### src/rtl/lu_factor_and_solve_macros.svh
// assertion macros for the lu factor and solve block
// used by files that check their own control logic; no other dependencies
`ifndef LU_FACTOR_AND_SOLVE_MACROS_SVH
`define LU_FACTOR_AND_SOLVE_MACROS_SVH
`ifndef SYNTHESIS
`define LUFS_ASSERT_IMP(label, clk, rst_n, prop, msg) \
	label: assert property (@(posedge clk) disable iff (!rst_n) prop) else $error(msg);
`define LUFS_ASSERT_NEVER(label, clk, rst_n, expr, msg) \
	label: assert property (@(posedge clk) disable iff (!rst_n) !(expr)) else $error(msg);
`else
`define LUFS_ASSERT_IMP(label, clk, rst_n, prop, msg)
`define LUFS_ASSERT_NEVER(label, clk, rst_n, expr, msg)
`endif
`endif

### src/rtl/lufs_ram.sv
// matrix storage: one write port, one read port, registered read data
// no dependencies
module lufs_ram #(
	parameter int DEPTH = 64,
	parameter int WIDTH = 32,
	parameter int ADDR_W = 6
) (
	input  logic              clk,
	input  logic              we,
	input  logic [ADDR_W-1:0] waddr,
	input  logic [WIDTH-1:0]  wdata,
	input  logic [ADDR_W-1:0] raddr,
	output logic [WIDTH-1:0]  rdata
);

	logic [WIDTH-1:0] mem [DEPTH];

	always_ff @(posedge clk) begin
		if (we) begin
			mem[waddr] <= wdata;
		end
		rdata <= mem[raddr];
	end

endmodule

### config.mk
export PLATFORM = sky130hd
export DESIGN_NAME = lufs_ram
export DESIGN_NICKNAME = d
export VERILOG_FILES = /design/src/rtl/lu_factor_and_solve_macros.svh /design/src/rtl/lufs_ram.sv
export SDC_FILE = /design/constraint.sdc
export NUM_CORES = 2
export LEC_CHECK = 0
export BUFFER_PORTS_ARGS = -buffer_cell sky130_fd_sc_hd__buf_2
export CAP_MARGIN = 20
export CORE_ASPECT_RATIO = 1.4
export CORE_MARGIN = 2
export CORE_UTILIZATION = 60
export CTS_BUF_LIST = sky130_fd_sc_hd__clkbuf_8
export CTS_CLUSTER_SIZE = 10
export DETAILED_ROUTE_END_ITERATION = 6
export MAX_ROUTING_LAYER = met4
export PLACE_DENSITY_LB_ADDON = 0.2
export SYNTH_ARGS = -nofsm -noshare
export SYNTH_HDL_FRONTEND = slang
export SYNTH_SLANG_ARGS = --single-unit
export TNS_END_PERCENT = 10
### constraint.sdc
create_clock -name clk -period 12.5 [get_ports clk]
set_input_delay 2.5 -clock clk [delete_from_list [all_inputs] [get_ports clk]]
set_output_delay 2.5 -clock clk [all_outputs]
set_load 0.005 [all_outputs]
==> run metrics <==
post-DP HPWL=~110000 um; CP Cell Sequence=buf_8, buf_4, buf_4, mux4_2, mux4_2, o22ai_1, nor2_1; cell family with most CP delay=buffers and inverters; final net count=3691; crit-path max FO=73; TNS Setup=0 ns; synthesized area=between 70000 and 80000 um^2; register bit count reported by yosys=approximately 2100; # setup viols final=0; Layout area overhead=11.4%; worst setup path start=raddr[0]; final hold slack=roughly 0.77 ns; Max Cap Viol=0; H-tree levels=5; GRT Overall Usage=0.314; register area share after synthesis=0.791; layout cells sized above 1=0.303; Post-Synthesis Cells=3324; count of clock tree sinks=about 2100; Req. time, crit path=~13 ns; flop-to-flop setup slack=10.15 ns; CP max stage cell=buf_4; RSZ-0062 raised after global routing=no; first-pass GRT wire length=280000 um; Pleak=about 28 nW; vias in the first global route=38831; Worst R2R Path Depth=4; die width=roughly 310 um; die area=roughly 130000 um^2; CP Depth=7; Layout Skew=around 0.054 ns; largest net degree at the start of global routing=~110; Port Buffer Count=77; max_slew headroom=0.235; RePlAce Congestion=0.820; Initial Util=0.603; placed insts=approximately 5100; non-filler cells, final=5629; Syn Nets=~3400; final hold vios=0; CTS buffer count=~310; crit path kind=in2reg; I/O Pins=78; site row count=between 150 and 200; worst-case vdd ir drop=~120 uV; routed via count=37910; Critical Path Sink=rdata[16]; Core ar.=130000 um^2; die height=between 400 and 500 um; Syn Area/Cell=roughly 24 um^2; DR WL/cell=around 35 um; DR vias/cell=between 6 and 7; First-pass DRT Iterations=7; Least-Margin Pin Slew=between 1 and 1.5 ns; ANT nets after route=0; worst skew pair latency=around 1 ns; fmax=0.172 GHz; worst r2r src=mem[15][30]; crit start category=primary input; post-CTS setup buffer count=0; final wirelength=approximately 200000 um; post_cts resized=0; Clock transition at path regs=0.07 ns; CP Capture Type=flip-flop; Hold Crit Start=mem[29][20]; period utilisation layout=0.464; 1st-iter DRT viols=approximately 5000; Root Buffer=clkbuf_8; synth unique cells=34; DRC=0; top cell type by total area after synthesis=edfxtp_1; final slew viol count=0; cts hold-fix bufs=0; Hold WC Path Type=reg2reg; RR Endpoint=rdata[30]; WP data arrival=around 6.7 ns; Synth Warn #=0; slowest stage delay, CP=slightly above 0.9 ns; Longest Clk Path Bufs=4; CTS tree=done; clock period minus worst slack=roughly 5.8 ns; Cell Pwr Density=154 nW/um^2; top cells by area, synth=edfxtp_1 (78%), mux4_2 (16%), mux2i_1 (1.2%), dfxtp_1 (0.82%), o22ai_1 (0.67%); status=finished, final reports clean; Synth top area share=0.783; grt ovf=0; CP bufs+invs=3; initial antenna violation count=32
## worst min path at each step
stage / end / slack (ns) / depth (start not counted)
floorplan: rdata[17] / 0.66 / 4
global placement: rdata[17] / 0.72 / 4
detailed placement: rdata[20] / 0.76 / 4
CTS: rdata[20] / 0.78 / 4
global route: rdata[17] / 0.83 / 4
finish: rdata[20] / 0.77 / 4
## routing by layer
metal | up-vias | global-route usage | part of all wire
met4 | 0 | 0.117 | 0.040
li1 | 14966 | - | -
met3 | 475 | 0.0690 | 0.11
met2 | 2378 | 0.500 | 0.50
met5 | - | - | 0
met1 | 20091 | 0.403 | 0.35
## cells by family after synthesis
logic type      share of synthesized area
buf+inv                            0.0113
compound gates                     0.0167
simple gates                       0.0127
mux                                 0.168
flops                               0.791
## synth_stat cells
cell / count
a31oi_1: 1
a41o_1: 4
a21oi_1: 62
and2_1: 2
a311oi_1: 8
nand2_1: 26
or3b_2: 3
o221ai_1: 27
nand4b_1: 1
and3_1: 4
mux2i_1: 93
edfxtp_1: 2048
nor2b_1: 15
nand2b_1: 8
buf_6: 5
nand3_1: 5
clkbuf_1: 74
or2_1: 1
a22oi_1: 12
nand3b_1: 5
nor3_1: 7
buf_2: 57
or3_1: 3
or2_2: 1
or2_0: 1
dfxtp_1: 32
or3b_1: 2
o22ai_1: 84
o32ai_1: 4
nor2_1: 137
buf_4: 25
mux4_2: 544
buf_1: 21
nand4_1: 2
## sequential cells by signal, summed over array words and instances, names as in the netlist
name	flops
mem	2048
rdata	32
## layout make-up
type                            count  area [um^2]
Sequential cell                  2080        62100
Tap cell                         1749         2190
Clock buffer                      317         4360
Antenna cell                       20         50.0
Fill cell                        7928        42800
Multi-Input combinational cell   1062        16000
Timing Repair Buffer              196         1680
Clock inverter                    205         1060
## power breakdown
group	leakage (nW)	internal, W	switching [W]	total (W)
sequential	18.7	0.00772	0.0000373	0.00776
combinational	5.73	0.000263	0.000416	0.000679
clock	3.13	0.00253	0.00247	0.00500
total	27.6	0.0105	0.00292	0.0134
## layout by cell type (no fill, tap or decap), drive strengths merged
master    Yosys  routed
a41o          4       4
clkbuf       74     317
bufinv        0       9
or3           3       3
clkinvlp      0       3
nand4b        1       1
mux2i        93      93
dfxtp        32      32
o221ai       27      27
o32ai         4       4
nand3b        5       5
or2           3       3
a21oi        62      62
nor3          7       7
and2          2       2
a311oi        8       8
nand3         5       5
nor2b        15      15
and3          4       4
or3b          5       5
inv           0      96
nand2b        8       8
a31oi         1       1
buf         108     196
nand4         2       2
nor2        137     137
diode         0      20
a22oi        12      12
clkinv        0      97
mux4        544     544
o22ai        84      84
edfxtp     2048    2048
nand2        26      26
## metrics by stage
| stage | setup slack (ns) | util | area, um^2 | power, W |
|---|---|---|---|---|
| global route | 6.35 | 0.671 | 87400 | 0.0138 |
| detailed placement | 5.55 | 0.625 | 81500 | 0.00857 |
| global placement | 5.67 | 0.625 | 81400 | 0.00855 |
| finish | 6.70 | 0.671 | 87500 | 0.0134 |
| floorplan | 6.84 | - | 78500 | 0.00826 |
| CTS | 6.66 | 0.667 | 86900 | 0.0135 |
## worst register-to-register path: stages (launching register included)
cell,delay [ns]
edfxtp_1,0.36
mux4_2,0.49
mux4_2,0.49
o22ai_1,0.55
nor2_1,0.27
No activity file was read; power rests on OpenSTA's default activity.
