## src/rtl/lu_factor_and_solve_macros.svh

```systemverilog
// assertion macros for the lu factor and solve block
// used by files that check their own control logic; no other dependencies
`ifndef LU_FACTOR_AND_SOLVE_MACROS_SVH
`define LU_FACTOR_AND_SOLVE_MACROS_SVH
`ifndef SYNTHESIS
`define LUFS_ASSERT_IMP(label, clk, rst_n, prop, msg) \
	label: assert property (@(posedge clk) disable iff (!rst_n) prop) else $error(msg);
`define LUFS_ASSERT_NEVER(label, clk, rst_n, expr, msg) \
	label: assert property (@(posedge clk) disable iff (!rst_n) !(expr)) else $error(msg);
`else
`define LUFS_ASSERT_IMP(label, clk, rst_n, prop, msg)
`define LUFS_ASSERT_NEVER(label, clk, rst_n, expr, msg)
`endif
`endif

```

## src/rtl/lufs_div.sv

```systemverilog
// iterative fixed point divider, one quotient bit per cycle, saturating
// depends on nothing but its parameters
module lufs_div #(
	parameter int NW = 37,
	parameter int FRAC_BITS = 16
) (
	input  logic                 clk,
	input  logic                 arst_n,
	input  logic                 start,
	input  logic signed [NW-1:0] num,
	input  logic signed [31:0]   den,
	output logic                 done,
	output logic signed [31:0]   quot
);

	localparam int DW = NW + FRAC_BITS;
	localparam int CNTW = $clog2(DW + 1);

	logic            busy_q;
	logic            done_q;
	logic [CNTW-1:0] cnt_q;
	logic [DW-1:0]   dvd_q;
	logic [DW-1:0]   quo_q;
	logic [32:0]     rem_q;
	logic [32:0]     dmag_q;
	logic            neg_q;
	logic            zero_q;
	logic            numneg_q;

	logic [NW-1:0] nmag;
	logic signed [32:0] den_w;
	logic [33:0] trial;
	logic [33:0] diff;
	logic [DW-1:0] negq;

	always_comb begin
		nmag = num[NW-1] ? NW'(-num) : NW'(num);
		den_w = 33'(den);
		trial = {rem_q, dvd_q[DW-1]};
		diff = trial - {1'b0, dmag_q};
		negq = -quo_q;
	end

	always_ff @(posedge clk or negedge arst_n) begin
		if (!arst_n) begin
			busy_q <= 1'b0;
			done_q <= 1'b0;
			cnt_q <= '0;
		end else begin
			done_q <= busy_q && (cnt_q == CNTW'(1));
			if (start) begin
				busy_q <= 1'b1;
				cnt_q <= CNTW'(DW);
			end else if (busy_q) begin
				cnt_q <= cnt_q - CNTW'(1);
				if (cnt_q == CNTW'(1)) begin
					busy_q <= 1'b0;
				end
			end
		end
	end

	always_ff @(posedge clk) begin
		if (start) begin
			dvd_q <= {nmag, {FRAC_BITS{1'b0}}};
			quo_q <= '0;
			rem_q <= '0;
			dmag_q <= den_w[32] ? 33'(-den_w) : 33'(den_w);
			neg_q <= num[NW-1] ^ den[31];
			zero_q <= (den == 32'sd0);
			numneg_q <= num[NW-1];
		end else if (busy_q) begin
			dvd_q <= {dvd_q[DW-2:0], 1'b0};
			if (!diff[33]) begin
				rem_q <= diff[32:0];
				quo_q <= {quo_q[DW-2:0], 1'b1};
			end else begin
				rem_q <= trial[32:0];
				quo_q <= {quo_q[DW-2:0], 1'b0};
			end
		end
	end

	always_comb begin
		if (zero_q) begin
			quot = numneg_q ? 32'sh8000_0000 : 32'sh7fff_ffff;
		end else if (neg_q) begin
			quot = (quo_q > DW'(64'h8000_0000)) ? 32'sh8000_0000 : $signed(negq[31:0]);
		end else begin
			quot = (quo_q > DW'(64'h7fff_ffff)) ? 32'sh7fff_ffff : $signed(quo_q[31:0]);
		end
	end

	assign done = done_q;

endmodule

```

## config.mk

```make
export PLATFORM = sky130hd
export DESIGN_NAME = lufs_div
export DESIGN_NICKNAME = d
export VERILOG_FILES = /design/src/rtl/lu_factor_and_solve_macros.svh /design/src/rtl/lufs_div.sv
export SDC_FILE = /design/constraint.sdc
export NUM_CORES = 1
export LEC_CHECK = 0
export ABC_CLOCK_PERIOD_IN_PS = 7100
export BUFFER_PORTS_ARGS = -buffer_cell sky130_fd_sc_hd__buf_2
export CAP_MARGIN = 15
export CORE_ASPECT_RATIO = 1.2
export CORE_MARGIN = 5
export CORE_UTILIZATION = 55
export DETAILED_ROUTE_END_ITERATION = 8
export PLACE_DENSITY = 0.74
export SYNTH_ARGS = -nofsm -noshare
export SYNTH_HDL_FRONTEND = slang
export SYNTH_SLANG_ARGS = --single-unit
```

## constraint.sdc

```tcl
create_clock -name clk -period 7.1 [get_ports clk]
set_clock_uncertainty 0.15 [all_clocks]
set_input_delay 1.42 -clock clk [delete_from_list [all_inputs] [get_ports clk]]
set_output_delay 1.42 -clock clk [all_outputs]
set_load 0.02 [all_outputs]
```

==> flow_metrics.tcl <==
set metrics [dict create \
    critPathRequiredTime_ns 5.53 \
    number_of_global_route_vias_before_repair 8236 \
    maxClockFrequency_mhz 173 \
    routability_congestion_estimate_from_global_placement 0.894 \
    core_area_um2 19400 \
    routed_wire_length_per_instance_um 15.2 \
    pre_cts_slack_ns 1.80 \
    clock_tree.root_cell "sky130_fd_sc_hd__clkbuf_16" \
    dieWidth_um 138 \
    total_leakage_power_nw 5.34 \
    cts-hold-fix-buffers 0 \
    yosys_warnings 0 \
    yosys.cell_types.count 78 \
    drt-pass1-iter-count 5 \
    drv_slew 0 \
    number_of_synthesized_flops_with_an_enable_pin 73 \
    cp-end-kind "primary output" \
    worstMarginPinSlew_ns 0.881 \
    ctsLongestPathBuffers 2 \
    antenna_violating_nets_post_route 0 \
    finalWorstPathRequiredPeriod_ns 5.77 \
    vias_per_cell 5.81 \
    number_of_buffer_cells_added_on_primary_ports 104 \
    count_leader_synth "sky130_fd_sc_hd__nor2_1" \
    worstHoldPathType "reg2reg" \
    postPlaceCellArea_um2 11400 \
    peak_usage_layer_in_the_global_routing_report "met2" \
    num_rows 56 \
    irDropWorstVdd_uv 174 \
    critical_path.startpoint_type "flop" \
    clk_latency_ns 0.44 \
    clkSinkCount 167 \
    dp.final_hpwl_mm 16.8 \
    synthesis.nets 1342 \
    synth.ff_latch_count 167 \
    number_of_vias_after_detailed_routing 9056 \
    worst_setup_slack_final_ns 1.33 \
    cp_data_arrival_time_ns 4.20 \
    global_route.overflow_total 0 \
    synth_area_leaders "sky130_fd_sc_hd__edfxtp_1, sky130_fd_sc_hd__dfxtp_1, sky130_fd_sc_hd__mux2i_1" \
    cts.clk_slew.worst_paths_ns 0.07 \
    grt_pass1_wl_mm 39.4 \
    drt_drc_violations_left 0 \
    design.final.nets 1398 \
    number_of_h_tree_levels 4 \
    max_cap_violations 0 \
    rsz0062_at_grt "no" \
    synth_cells 1230 \
    power.density_cell_area_nw_per_um2 192 \
    run_status "finished clean" \
    syn_area_um2 10800 \
    total_count_of_hold_check_failures_in_the_final_report 0 \
    gr-usage-met1_pct 28.8 \
    drt_iter0_drc 633 \
    final_area_um2 12000 \
    area_growth_syn_to_layout_pct 11.2 \
    period_share_pct 81.3 \
    worst_slew_margin_rel_pct 41.2 \
    antenna_found_initial 0 \
    timing.setup.tns_ns 0 \
    die_area_um2 22500 \
    critical_path_buf_inv_count 1 \
    cts_tree "built" \
    ys.flop_type "sky130_fd_sc_hd__dfxtp_1" \
    resize_count_post_cts 0 \
    drive_gt1_share_pct 13.2 \
    grt.total_usage_pct 21.2 \
    post-synth-top-area-fraction_pct 20.3 \
    postRouteWirelength_mm 23.7 \
    synth-async-reset-ratio_pct 4.79 \
    floorplan.io_pins 105 \
    report.final.setup_viol 0 \
    globalRouteMet2Util_pct 34.8 \
    top_cell_family_by_delay_on_the_critical_path "simple AND/OR/NAND/NOR gates" \
    synth.cells.most_frequent "sky130_fd_sc_hd__nor2_1, sky130_fd_sc_hd__dfxtp_1, sky130_fd_sc_hd__nand2_1" \
    timing.critical_path.fanout_max 21 \
    grt_max_degree 93 \
    critPathSlowestCell "sky130_fd_sc_hd__or4_4" \
    max_stage_delay_ns 0.60 \
    grtUsageMet3_pct 3.76 \
    start_util_pct 55.6 \
    synth_seq_area_share_pct 38.1 \
    antenna_cells 0 \
    cts_post_setup_buffers_inserted 0 \
    cts_inserted_buffers 17 \
    netlist.top_cell.by_area "sky130_fd_sc_hd__edfxtp_1" \
    die_height_um 163 \
    cell_chain_critical_path "or4_4 -> nor3_2 -> nand4_1 -> or3_1 -> o41ai_4 -> nand2_2 -> nor2_2 -> nand3b_1 -> a31oi_1 -> buf_2" \
    critical_path_class "reg2out" \
    synthesis.area_per_instance_um2 8.78 \
]
==> cells by family (layout without fill, tap and decap cells) <==
family	Yosys count	count (layout)	synth area share [%]
AND/OR/NAND/NOR	419	419	19.3
AO/OA/AOI/OAI	298	298	17.8
flip-flops	167	167	38.1
buffers and inverters	125	194	4.47
XOR/XNOR	101	101	8.19
multiplexers	79	79	7.37
adder cells (fa/ha/maj)	40	40	4.71
other	1	1	0.0347
==> layer usage <==
| metal | vias to the layer above | share of wire, % |
|---|---|---|
| li1 | 4590 | - |
| met1 | 4190 | 46 |
| met2 | 251 | 48 |
| met3 | 25 | 4.5 |
| met4 | 0 | 1.2 |
| met5 | - | 0 |
==> cells in the final DEF, fill, tap and decap left out, types with 5 or more instances in the layout <==
cell type	count
sky130_fd_sc_hd__or2_2	6
sky130_fd_sc_hd__a31oi_1	26
sky130_fd_sc_hd__inv_8	5
sky130_fd_sc_hd__dfrtp_1	7
sky130_fd_sc_hd__xnor2_1	50
sky130_fd_sc_hd__nand3_1	14
sky130_fd_sc_hd__nor2_1	155
sky130_fd_sc_hd__mux2i_1	75
sky130_fd_sc_hd__buf_4	6
sky130_fd_sc_hd__ha_1	39
sky130_fd_sc_hd__xor2_1	51
sky130_fd_sc_hd__or4_1	9
sky130_fd_sc_hd__o21ai_1	22
sky130_fd_sc_hd__o31ai_1	17
sky130_fd_sc_hd__clkbuf_16	18
sky130_fd_sc_hd__buf_2	103
sky130_fd_sc_hd__nand2_1	84
sky130_fd_sc_hd__a21oi_1	80
sky130_fd_sc_hd__nand2b_1	18
sky130_fd_sc_hd__edfxtp_1	73
sky130_fd_sc_hd__or3_1	22
sky130_fd_sc_hd__nor3_1	20
sky130_fd_sc_hd__and3_1	8
sky130_fd_sc_hd__dfxtp_1	86
sky130_fd_sc_hd__o41ai_1	10
sky130_fd_sc_hd__nor2b_1	8
sky130_fd_sc_hd__and2_1	5
sky130_fd_sc_hd__inv_6	5
sky130_fd_sc_hd__o21ai_0	53
sky130_fd_sc_hd__a211oi_1	24
sky130_fd_sc_hd__nand4_1	15
sky130_fd_sc_hd__nor4_1	17
sky130_fd_sc_hd__nand3b_1	15
sky130_fd_sc_hd__a311oi_1	11
sky130_fd_sc_hd__a21o_1	12
sky130_fd_sc_hd__inv_1	52
==> cell type report <==
type / instances / area (um^2)
fill: 1687 / 7400
multi-input combinational: 938 / 6200
sequential: 167 / 4120
timing repair buffer: 110 / 572
clock buffer: 18 / 450
tap: 261 / 327
inverter: 52 / 195
clock inverter: 14 / 145
==> registers in the layout, indices dropped and copies added, names as in the netlist <==
signal / flops
zero_q: 1
dmag_q: 33
done: 1
neg_q: 1
dvd_q: 37
quo_q: 53
rem_q: 33
busy_q: 1
numneg_q: 1
cnt_q: 6
==> metrics by stage <==
| stage | utilization (%) | hold slack (ns) | cells | power (mW) |
|---|---|---|---|---|
| floorplan | - | 0.308 | 1230 | 1.31 |
| global placement | 58.8 | 0.339 | 1528 | 1.39 |
| detailed placement | 58.8 | 0.344 | 1528 | 1.40 |
| CTS | 61.9 | 0.354 | 1560 | 2.32 |
| global route | 61.9 | 0.380 | 1560 | 2.41 |
| finish | 61.9 | 0.353 | 1560 | 2.30 |
==> worst paths after layout <==
check,startpoint,end,slack [ns],depth (start not counted)
worst max-delay path,quo_q[8],quot[23],1.33,10
worst min-delay path,rem_q[27],rem_q[28],0.35,2
worst max register to register,dmag_q[2],rem_q[14],2.83,12
worst min register to register,rem_q[27],rem_q[28],0.35,2
max in group asynchronous,arst_n,busy_q,5.95,1
min in group asynchronous,arst_n,cnt_q[4],0.66,1
==> power breakdown <==
| part | leakage (nW) | internal (mW) | total (mW) | switching, mW |
|---|---|---|---|---|
| combinational | 3.53 | 0.116 | 0.294 | 0.178 |
| sequential | 1.51 | 1.06 | 1.09 | 0.0243 |
| clock | 0.293 | 0.491 | 0.919 | 0.428 |
==> tightest hold or removal path, stage by stage, from the launching register on <==
cell	delay, ns
sky130_fd_sc_hd__dfxtp_1	0.33
sky130_fd_sc_hd__nand2_1	0.06
sky130_fd_sc_hd__a311oi_1	0.07
Note: power is estimated with default switching activity, not from simulation.
